--- src/sv/kplr_pkg.sv ---
// Types, codes and constants of the key press classifier.
`default_nettype none

package kplr_pkg;

  localparam int TICK_WIDTH_DEF = 16;
  localparam int CODE_W         = 8;
  localparam int TICKS_W        = 8;
  localparam int CFG_TICK_W     = 16;
  localparam int SPEED_W        = 16;
  localparam int CFG_DATA_W     = 16;
  localparam int CFG_IDX_W      = 2;

  localparam logic [CODE_W-1:0]     PRESS_CODE_RST   = 8'd1;
  localparam logic [CODE_W-1:0]     RELEASE_CODE_RST = 8'd0;
  localparam logic [CFG_TICK_W-1:0] LONG_TICKS_RST   = 16'd1000;
  localparam logic [CFG_TICK_W-1:0] REPEAT_TICKS_RST = 16'd200;

  typedef enum logic [1:0] {
    PH_IDLE    = 2'd1,
    PH_PRESSED = 2'd2,
    PH_LONG    = 2'd3
  } phase_t;

  typedef enum logic [1:0] {
    EV_NONE   = 2'd0,
    EV_SHORT  = 2'd1,
    EV_LONG   = 2'd2,
    EV_REPEAT = 2'd3
  } event_t;

  typedef enum logic [CFG_IDX_W-1:0] {
    REG_PRESS_CODE   = 2'd0,
    REG_RELEASE_CODE = 2'd1,
    REG_LONG_TICKS   = 2'd2,
    REG_REPEAT_TICKS = 2'd3
  } cfg_reg_t;

  typedef struct packed {
    logic [CODE_W-1:0]     press_code;
    logic [CODE_W-1:0]     release_code;
    logic [CFG_TICK_W-1:0] long_press_ticks;
    logic [CFG_TICK_W-1:0] repeat_ticks;
  } cfg_t;

endpackage

`default_nettype wire

--- src/sv/key_press_long_repeat_fsm.sv ---
// Top level of the key press classifier: input register, step logic, result register.
`default_nettype none

// Key press classifier with short press, long press and accelerating repeat.
// Each input item is one poll of a key: the sampled key code and the timer
// ticks since the previous poll. Every item gives exactly one result item,
// key_event: none, short press, long press start or repeat.
// Both channels use valid/ready. An accepted item sits in an input register
// until the step logic evaluates it against the phase, hold counter
// and speedup state; the event lands in the result register at the edge of
// that step, which comes once the result register is free or being emptied.
// One item per cycle is sustained while the receiver does not stall, since
// the state update is one short compare-and-add path.
// When the receiver stalls, the result register holds its item, the input
// register keeps the next one, and in_ready drops only once both are full.
// The configuration port writes one register per cycle with no wait; it is
// meant to be used only while no item is in flight.
// Synchronous reset empties both registers, returns the phase to idle, clears
// the hold counter and speedup, and restores the register defaults (press code
// 1, release code 0, long press 1000 ticks, repeat period 200 ticks).
module key_press_long_repeat_fsm #(
  parameter int TICK_WIDTH = kplr_pkg::TICK_WIDTH_DEF
) (
  input  logic                            clk,
  input  logic                            rst,
  input  logic                            cfg_write,
  input  logic [kplr_pkg::CFG_IDX_W-1:0]  cfg_index,
  input  logic [kplr_pkg::CFG_DATA_W-1:0] cfg_data,
  input  logic                            in_valid,
  output logic                            in_ready,
  input  logic [kplr_pkg::CODE_W-1:0]     key_sample,
  input  logic [kplr_pkg::TICKS_W-1:0]    ticks_elapsed,
  output logic                            out_valid,
  input  logic                            out_ready,
  output logic [1:0]                      key_event
);
  import kplr_pkg::*;

  cfg_t                cfg;
  logic                in_full;
  logic [CODE_W-1:0]   key_q;
  logic [TICKS_W-1:0]  ticks_q;
  logic                step;
  event_t              step_event;

  // The held item is evaluated whenever the result register is free or
  // being emptied in this same cycle.
  assign step     = in_full && (!out_valid || out_ready);
  assign in_ready = !in_full || step;

  kplr_cfg u_cfg (
    .clk       (clk),
    .rst       (rst),
    .cfg_write (cfg_write),
    .cfg_index (cfg_index),
    .cfg_data  (cfg_data),
    .cfg       (cfg)
  );

  kplr_fsm #(
    .TICK_WIDTH (TICK_WIDTH)
  ) u_fsm (
    .clk           (clk),
    .rst           (rst),
    .step          (step),
    .key_sample    (key_q),
    .ticks_elapsed (ticks_q),
    .cfg           (cfg),
    .key_event     (step_event)
  );

  // Input register.
  always_ff @(posedge clk) begin
    if (rst) begin
      in_full <= 1'b0;
    end else if (in_valid && in_ready) begin
      in_full <= 1'b1;
    end else if (step) begin
      in_full <= 1'b0;
    end
  end

  always_ff @(posedge clk) begin
    if (in_valid && in_ready) begin
      key_q   <= key_sample;
      ticks_q <= ticks_elapsed;
    end
  end

  // Result register.
  always_ff @(posedge clk) begin
    if (rst) begin
      out_valid <= 1'b0;
    end else if (step) begin
      out_valid <= 1'b1;
    end else if (out_ready) begin
      out_valid <= 1'b0;
    end
  end

  always_ff @(posedge clk) begin
    if (step) begin
      key_event <= step_event;
    end
  end

endmodule

`default_nettype wire

--- src/sv/kplr_cfg.sv ---
// Configuration register file of the key press classifier.
`default_nettype none

module kplr_cfg (
  input  logic                             clk,
  input  logic                             rst,
  input  logic                             cfg_write,
  input  logic [kplr_pkg::CFG_IDX_W-1:0]   cfg_index,
  input  logic [kplr_pkg::CFG_DATA_W-1:0]  cfg_data,
  output kplr_pkg::cfg_t                   cfg
);
  import kplr_pkg::*;

  always_ff @(posedge clk) begin
    if (rst) begin
      cfg.press_code       <= PRESS_CODE_RST;
      cfg.release_code     <= RELEASE_CODE_RST;
      cfg.long_press_ticks <= LONG_TICKS_RST;
      cfg.repeat_ticks     <= REPEAT_TICKS_RST;
    end else if (cfg_write) begin
      case (cfg_reg_t'(cfg_index))
        REG_PRESS_CODE:   cfg.press_code       <= cfg_data[CODE_W-1:0];
        REG_RELEASE_CODE: cfg.release_code     <= cfg_data[CODE_W-1:0];
        REG_LONG_TICKS:   cfg.long_press_ticks <= cfg_data[CFG_TICK_W-1:0];
        REG_REPEAT_TICKS: cfg.repeat_ticks     <= cfg_data[CFG_TICK_W-1:0];
        default: ;
      endcase
    end
  end

endmodule

`default_nettype wire

--- src/sv/kplr_fsm.sv ---
// Phase, hold counter and repeat speedup state with the per-poll step logic.
`default_nettype none

module kplr_fsm #(
  parameter int TICK_WIDTH = kplr_pkg::TICK_WIDTH_DEF
) (
  input  logic                          clk,
  input  logic                          rst,
  input  logic                          step,
  input  logic [kplr_pkg::CODE_W-1:0]   key_sample,
  input  logic [kplr_pkg::TICKS_W-1:0]  ticks_elapsed,
  input  kplr_pkg::cfg_t                cfg,
  output kplr_pkg::event_t              key_event
);
  import kplr_pkg::*;

  localparam int CMP_W = (TICK_WIDTH > CFG_TICK_W) ? TICK_WIDTH : CFG_TICK_W;

  phase_t               phase, phase_next;
  logic [TICK_WIDTH-1:0] hold_count, hold_count_next;
  logic [SPEED_W-1:0]   speedup, speedup_next;

  logic [TICK_WIDTH:0]   hold_sum;
  logic [TICK_WIDTH-1:0] hold_acc;
  logic [CMP_W-1:0]      hold_ext;
  logic [SPEED_W-1:0]    thr;
  logic [SPEED_W:0]      speed_inc;
  logic                  is_press, is_release;
  logic                  long_hit, repeat_hit, speed_room;

  // Saturating accumulation of the elapsed ticks.
  assign hold_sum = {1'b0, hold_count}
                  + {{(TICK_WIDTH + 1 - TICKS_W){1'b0}}, ticks_elapsed};
  assign hold_acc = hold_sum[TICK_WIDTH] ? {TICK_WIDTH{1'b1}} : hold_sum[TICK_WIDTH-1:0];
  assign hold_ext = CMP_W'(hold_acc);

  assign is_press   = (key_sample == cfg.press_code);
  assign is_release = (key_sample == cfg.release_code);

  // Repeat period shrinks with speedup but never below one tick.
  always_comb begin
    thr = (cfg.repeat_ticks > speedup) ? (cfg.repeat_ticks - speedup) : '0;
    if (thr == '0) begin
      thr = SPEED_W'(1);
    end
  end

  assign speed_inc  = {1'b0, speedup} + (SPEED_W + 1)'(1);
  assign speed_room = (speed_inc < {1'b0, cfg.repeat_ticks});
  assign long_hit   = (hold_ext >= CMP_W'(cfg.long_press_ticks));
  assign repeat_hit = (hold_ext >= CMP_W'(thr));

  always_comb begin
    phase_next      = phase;
    hold_count_next = hold_acc;
    speedup_next    = speedup;
    key_event       = EV_NONE;
    case (phase)
      PH_IDLE: begin
        hold_count_next = '0;
        if (is_press) begin
          phase_next = PH_PRESSED;
        end
      end
      PH_PRESSED: begin
        if (is_release) begin
          phase_next      = PH_IDLE;
          hold_count_next = '0;
          key_event       = EV_SHORT;
        end else if (is_press) begin
          if (long_hit) begin
            phase_next      = PH_LONG;
            hold_count_next = '0;
            key_event       = EV_LONG;
          end
        end else begin
          phase_next = PH_IDLE;
        end
      end
      PH_LONG: begin
        if (is_release) begin
          phase_next      = PH_IDLE;
          hold_count_next = '0;
          speedup_next    = '0;
        end else if (is_press) begin
          if (repeat_hit) begin
            if (speed_room) begin
              speedup_next = speed_inc[SPEED_W-1:0];
            end
            hold_count_next = '0;
            key_event       = EV_REPEAT;
          end
        end else begin
          phase_next = PH_IDLE;
        end
      end
      default: ;
    endcase
  end

  always_ff @(posedge clk) begin
    if (rst) begin
      phase      <= PH_IDLE;
      hold_count <= '0;
      speedup    <= '0;
    end else if (step) begin
      phase      <= phase_next;
      hold_count <= hold_count_next;
      speedup    <= speedup_next;
    end
  end

endmodule

`default_nettype wire

--- config.mk ---
export PLATFORM = sky130hd
export DESIGN_NAME = key_press_long_repeat_fsm
export DESIGN_NICKNAME = d
export VERILOG_FILES = /design/src/sv/kplr_pkg.sv /design/src/sv/key_press_long_repeat_fsm.sv /design/src/sv/kplr_cfg.sv /design/src/sv/kplr_fsm.sv
export SDC_FILE = /design/constraint.sdc
export NUM_CORES = 1
export LEC_CHECK = 0
export ABC_AREA = 1
export ABC_CLOCK_PERIOD_IN_PS = 4500
export BUFFER_PORTS_ARGS = -buffer_cell sky130_fd_sc_hd__buf_2
export CAP_MARGIN = 20
export CORE_MARGIN = 2
export CORE_UTILIZATION = 50
export CTS_CLUSTER_SIZE = 24
export DETAILED_ROUTE_END_ITERATION = 10
export HOLD_SLACK_MARGIN = 0.05
export PLACE_DENSITY_LB_ADDON = 0.15
export REMOVE_ABC_BUFFERS = 1
export SLEW_MARGIN = 20
export SYNTH_ARGS = -nofsm -noshare
export SYNTH_HDL_FRONTEND = slang
export SYNTH_SLANG_ARGS = --single-unit
--- constraint.sdc ---
create_clock -name clk -period 4.5 [get_ports clk]
set_input_delay 0.225 -clock clk [delete_from_list [all_inputs] [get_ports clk]]
set_output_delay 0.225 -clock clk [all_outputs]
set_load 0.01 [all_outputs]
# Word level (Yosys, flattened, before mapping)
# Index checks and enable logic that the tools add are counted.
# totals
input_bits	39
reg_bits	102
output_inout_bits	4
# op_classes
mux	32
n_reduce_logical	20
n_addsub	3
magnitude_cmp	4
n_eq_ne	11
# ops
operator	count
2-to-1 mux 16 bit	13
case mux 16 bit (3 select lines)	1
>= comparator 16 bit	2
2-to-1 mux 2 bit	12
adder 16 x 1 -> 17 bit (second input constant)	1
adder 16 x 8 -> 17 bit	1
< comparator 17 x 16 -> 1 bit	1
== test 8 bit	2
greater-than comparator 16 bit	1
logical NOT 16 bit	1
subtractor 16 bit	1
AND reduction 5 bit	2
nonzero test 2 bit	5
== test 2 bit (second input constant)	4
AND reduction 2 bit	4
case mux 2 bit (3 select lines)	1
== test 2 x 1 -> 1 bit (second input constant)	2
2-to-1 mux 1 bit	4
inequality test 4 bit (second input constant)	1
case mux 2 bit (2 select lines)	1
inequality test 3 bit (second input constant)	1
nonzero test 3 bit	1
logical AND 1 bit	2
logical NOT 1 bit	2
other kinds (3)	4

# Logic depth before layout (Yosys ltp)
# logic_depth
depth_word	9
depth_mapped	33
depth_no_buf	32

# Modules after synthesis
# Synthesis repeated with hierarchy kept, for this count alone.
# hier_totals
cells_unflattened	1136
hier_area_um2	7523.5
# modules_own_cells
mod	seq_area_each_um2	cells_per_inst	area_each_um2	instances
kplr_fsm	680.7	813	4954.8	1
kplr_cfg	960.9	293	1936.9	1
key_press_long_repeat_fsm	580.6	30	631.9	1

# Worst setup path after synthesis
# Ideal clock, no wire load.
# synth_timing
kind	reg2reg
start	register, netlist name u_cfg.cfg[0]
end	register u_fsm.speedup[3]
slack_ns	1.238
period_less_slack_ns	3.262
arrival_ns	3.147
stages_incl_launch_ff	33
setup_ns	0.115
t_required_ns	4.385
cell_sequence	dfxtp_1 > inv_1 > ha_1 > fa_1 > o21ai_2 > nand2_1 > nand2_2 > nand2_1 > a21boi_2 > buf_4 > o21ai_0 > nand2_1 > nor2_1 > nand3_1 > nand2_1 > ha_1 > inv_1 > nand2_1 > nand2_1 > nand2_1 > nand2_1 > nand2_1 > nand2_1 > nand2_1 > nand3_1 > nand2_1 > inv_1 > nand3_2 > nand2_4 > buf_4 > nand3_1 > nand2_1 > nor2_1
# synth_via
elab_chain_cells	7
# synth_rtl
element	line	text
subtractor 16 bit or greater-than comparator 16 bit (tied branches)	kplr_fsm.sv:42	thr = (cfg.repeat_ticks > speedup) ? (cfg.repeat_ticks - speedup) : '0;
2-to-1 mux 16 bit	kplr_fsm.sv:42	
logical NOT 16 bit	kplr_fsm.sv:43	if (thr == '0) begin
2-to-1 mux 16 bit	kplr_fsm.sv:43	
>= comparator 16 bit	kplr_fsm.sv:51	assign repeat_hit = (hold_ext >= CMP_W'(thr));
nonzero test 2 bit (no source line)	n/a	
AND reduction 5 bit (no source line) (*)	n/a	
to (signal assigned)	kplr_fsm.sv:109	speedup <= speedup_next;
to (decl)	kplr_fsm.sv:21	logic [SPEED_W-1:0] speedup, speedup_next;
# Every way passes the cells marked *; elsewhere a longest branch is shown, timed or not.
# A chain may end at the register's enable or synchronous reset.

# Worst setup path in the final report
# layout_timing
start	register, netlist name u_cfg.cfg[0]
end	register u_fsm.hold_count[6]
# layout_via
elab_chain_cells	9
# layout_rtl
element	line	text
subtractor 16 bit or greater-than comparator 16 bit (tied branches)	kplr_fsm.sv:42	
2-to-1 mux 16 bit (*)	kplr_fsm.sv:42	
logical NOT 16 bit	kplr_fsm.sv:43	
2-to-1 mux 16 bit (*)	kplr_fsm.sv:43	
>= comparator 16 bit (*)	kplr_fsm.sv:51	
2-to-1 mux 16 bit (*)	kplr_fsm.sv:86	if (repeat_hit) begin
2-to-1 mux 16 bit (*)	kplr_fsm.sv:85	end else if (is_press) begin
2-to-1 mux 16 bit (*)	kplr_fsm.sv:81	if (is_release) begin
case mux 16 bit (3 select lines) (*)	kplr_fsm.sv:58	case (phase)
to (signal assigned)	kplr_fsm.sv:108	hold_count <= hold_count_next;
to (decl)	kplr_fsm.sv:20	logic [TICK_WIDTH-1:0] hold_count, hold_count_next;
# Marks and branches as above.

==> results list <==
- After synthesis, the largest family of logic cells by area is simple AND/OR/NAND/NOR gates.
- Global-route wire length before repair: 29100 µm
* Static Leakage: 3.96 nW
* Buffer cell driving the clock tree root: sky130_fd_sc_hd__clkbuf_16
- Cells with a size suffix above 1 make up 8.61% of the layout.
- Once layout is complete, the utilization of the core stands at 56.4%.
* Mean area per synthesized cell: 6.86 µm²
- Path category of the worst min-delay check: in2reg
- Relative to the synthesized area, the layout overhead comes to 11.0%.
* Placed Cells incl. Taps: 1267
* Vias post-DR: 6655
- After detailed routing, the average wire length per cell comes to 13.3 µm.
* Number of warnings printed during yosys synthesis: 0
- Max Cap Violations: 0
- Detailed router's first-iteration violation count: 383
* Data required time at the worst endpoint: 4720 ps
- Count of non-filler cells in the finished layout: 1299
* Register-to-Register Setup Slack: 550 ps
- The slowest stage of the critical path is the sky130_fd_sc_hd__fa_1 cell.
- Counting instances, the worst hold path has a depth of 3.
- Worst Setup End Kind: flop
- CP arrival: 4170 ps
- Post-CTS setup buffer count: 0
- For this design the ratio of total power to cell area is 270 mW/mm².
- Maximum number of pins on one net before global-route repair: 64
- Post-Route WL: 17300 µm
- Count of endpoints failing setup in the final report: 0
- The core region is 0.0144 mm².
- Worst reg2reg path depth: 28
- Count of nets after finishing: 1224
- The clock drives 102 sinks.
- At the pin with the least slew margin, the transition time is 1030 ps.
* Total track usage: 22.9%
- Max VDD drop: 0.236 mV
- Dividing the detail-routed via count by the number of cells gives 5.12.
- Post-synthesis share of cell area spent on and, or, nand and nor gates: 29.1%
* Clock-pin transition on the worst setup and hold timing paths: 80 ps
- TritonCTS clock tree: done
- Row count: 44
- Number of distinct library cells after synthesis: 42
* Max clock buf depth: 2
- The synthesized design contains 102 register bits.
- After filler insertion, the fill cell instance count of the layout stands at 1412.
* Total power: 2.18 mW
- The worst register-to-register path ends at u_fsm.hold_count[6]$_SDFFE_PP0P_.
- The count of nets left with antenna violations once routing finished came out at 0.
- The initial antenna violation count was 0.
- The startpoint identified for the worst hold timing path is in_valid.
- Summing the areas of all compound-gate instances in the mapped netlist gives 13.9% of the synthesized area.
- Adder-Cell Fraction of Synth Area: 13.1%
* Status: completed
* Buffers plus inverters on the worst setup path: 2
- The critical path is of the reg2reg type.
- Number of buffers inserted during clock tree synthesis: 9
* Die outline area: 0.0156 mm²
* Antenna Diode Count: 0
- In this run the critical register-to-register path is launched from u_cfg.cfg[0]$_SDFFE_PP0P_.
* Critical Path Max Stage Delay: 440 ps
* Share of cell area taken by muxes after synthesis: 0%
- Grouping stages by cell kind, the critical path spends the most delay in simple AND/OR/NAND/NOR gates.
* Skew final: 11.1 ps
- Crit path top cell by count: sky130_fd_sc_hd__nand2_1
* Number of port buffers: 42
- Grt total ovfl: 0
- Final HPWL from detailed placement: 13200 µm
- Post-Place Cell Area: 0.00763 mm²
- Setup repair after global routing missed its margin: no
* Die Wd: 125 µm
- Die H: 125 µm
* Post-synthesis cell area: 0.00730 mm²
- The count of final hold-check violations was 0.
- After technology mapping, the gate count stands at 1064.
- Post-layout min period: 3950 ps
- Slew HR: 30.8%
- Placer Congestion: 0.843
* Final Slew Violations: 0
- Post-route fraction of the period consumed by the critical path: 87.7%
- The number of global-route vias before repair came to 6115.
- CTS H-Tree Depth: 3
- In this run the count of I/O pins placed on the die edge is 43.
* Worst-skew pair later-pin latency: 360 ps
- Starting density of the core: 50.8%
* Sum Neg Setup Slack: 0 ps
- Critical-path maximum fanout: 20
* Upper clock frequency limit: 253 MHz
- The worst setup path is launched from a flop.
- DRC violation count after routing: 0
* Hold Crit Endpoint: in_full$_SDFFE_PP0P_
* Post-route cell area: 0.00810 mm²
- Number of detailed-route iterations in the first pass: 5
- Of the total synthesized cell area, the portion taken by XOR and XNOR cells is 4.08%.
- Sequential cells were found to cover 30.5% of the synthesized design area.
[logic make-up (layout without fill, tap and decap cells)]
kind of cell	Yosys count	count (layout)
AOI/OAI and AO/OA	189	189
xor gates and xnor gates	34	34
and+or+nand+nor	493	493
DFF	102	102
buffers and inverters	171	222
adders and majority gates	75	75
[final cells by class]
class / count / area, µm² / share of cell area, %
multi-input cells: 791 / 4400 / 54.3
flip-flops and latches: 102 / 2220 / 27.4
inverters: 143 / 537 / 6.63
repair buffers: 63 / 408 / 5.04
well taps: 184 / 230 / 2.84
clock buffers: 10 / 229 / 2.83
clock inverters: 6 / 73.8 / 0.912
[metrics by stage]
stage               setup WS [ps]  hold slack, ps
floorplan                     908             287
global placement              464             401
detailed placement            361             403
CTS                           347             117
global route                 95.7             133
finish                        553             132
[cells in the final DEF (no fill, tap or decap), drive strengths merged, types with 2 or more instances in the layout]
cell type / n
o211ai: 8
dlygate4sd3: 16
inv: 144
o21ai: 63
ha: 73
nor2: 121
xnor2: 8
or2: 8
dfxtp: 84
fa: 2
o21bai: 4
a21o: 3
a21oi: 105
nor4: 4
nand2: 263
nand3b: 11
clkbuf: 10
xor2: 26
clkinv: 4
edfxtp: 18
nor3: 11
o21a: 3
nand4: 8
nand3: 66
buf: 47
[metal layers]
metal  vias up  GRT usage (%)  wire [µm]
met5         -              0          0
met4         0           4.89        157
met3        13           4.68        760
met2       116           37.4       7880
met1      2985           31.3       8540
li1       3541              -          -
[sequential cells by signal (all words and copies together) (netlist names)]
signal            count
u_fsm.phase           2
u_cfg.cfg            48
out_valid             1
key_q                 8
u_fsm.speedup        16
in_full               1
key_event             2
ticks_q               8
u_fsm.hold_count     16
[worst min-delay path, stage by stage]
cell and delay, ps:
sky130_fd_sc_hd__buf_2 100, sky130_fd_sc_hd__nand2_1 70, sky130_fd_sc_hd__a21oi_1 60
[worst max path at each step]
stage / cells past startpoint / slack (ps) / from / end
6_report: 28 / 550 / u_cfg.cfg[0]$_SDFFE_PP0P_ / u_fsm.hold_count[6]$_SDFFE_PP0P_
5_1_grt: 30 / 100 / u_fsm.speedup[6]$_SDFFE_PP0P_ / u_fsm.speedup[8]$_SDFFE_PP0P_
4_1_cts: 28 / 350 / u_cfg.cfg[0]$_SDFFE_PP0P_ / u_fsm.hold_count[13]$_SDFFE_PP0P_
3_5_place_dp: 28 / 360 / u_cfg.cfg[0]$_SDFFE_PP0P_ / u_fsm.hold_count[15]$_SDFFE_PP0P_
3_3_place_gp: 30 / 460 / u_cfg.cfg[0]$_SDFFE_PP0P_ / u_fsm.speedup[9]$_SDFFE_PP0P_
2_1_floorplan: 30 / 910 / u_cfg.cfg[0]$_SDFFE_PP0P_ / u_fsm.speedup[0]$_SDFFE_PP0P_
[cell usage after synthesis, drive strengths merged]
master / n / share of area [%]
nand2: 263 / 14
inv: 140 / 7.2
nor2: 121 / 6.6
a21oi: 105 / 7.3
dfxtp: 84 / 23
ha: 73 / 13
nand3: 66 / 4.7
o21ai: 63 / 4.4
xor2: 26 / 3.1
edfxtp: 18 / 7.4
clkbuf: 16 / 0.82
buf: 12 / 1.2
nand3b: 11 / 1.1
nor3: 11 / 0.89
nand4: 8 / 0.69
o211ai: 8 / 0.82
or2: 8 / 0.69
xnor2: 8 / 0.96
nor4: 4 / 0.34
o21bai: 4 / 0.41
a21o: 3 / 0.31
clkinv: 3 / 0.15
o21a: 3 / 0.31
fa: 2 / 0.55
a21boi: 1 / 0.15
a31oi: 1 / 0.086
and2: 1 / 0.086
o22ai: 1 / 0.086
[repair_timing]
action	in CTS	in global routing
endpoints found under the hold margin	16	0
endpoints found under the setup margin	0	32
hold buffers	16	0
resized for setup	0	1
[power breakdown]
group / switching (mW) / internal, mW / total [mW]
clock network: 0.376 / 0.441 / 0.817
logic: 0.241 / 0.147 / 0.388
registers: 0.0171 / 0.961 / 0.978
total: 0.634 / 1.55 / 2.18
Note: power is estimated with default switching activity, not from simulation.
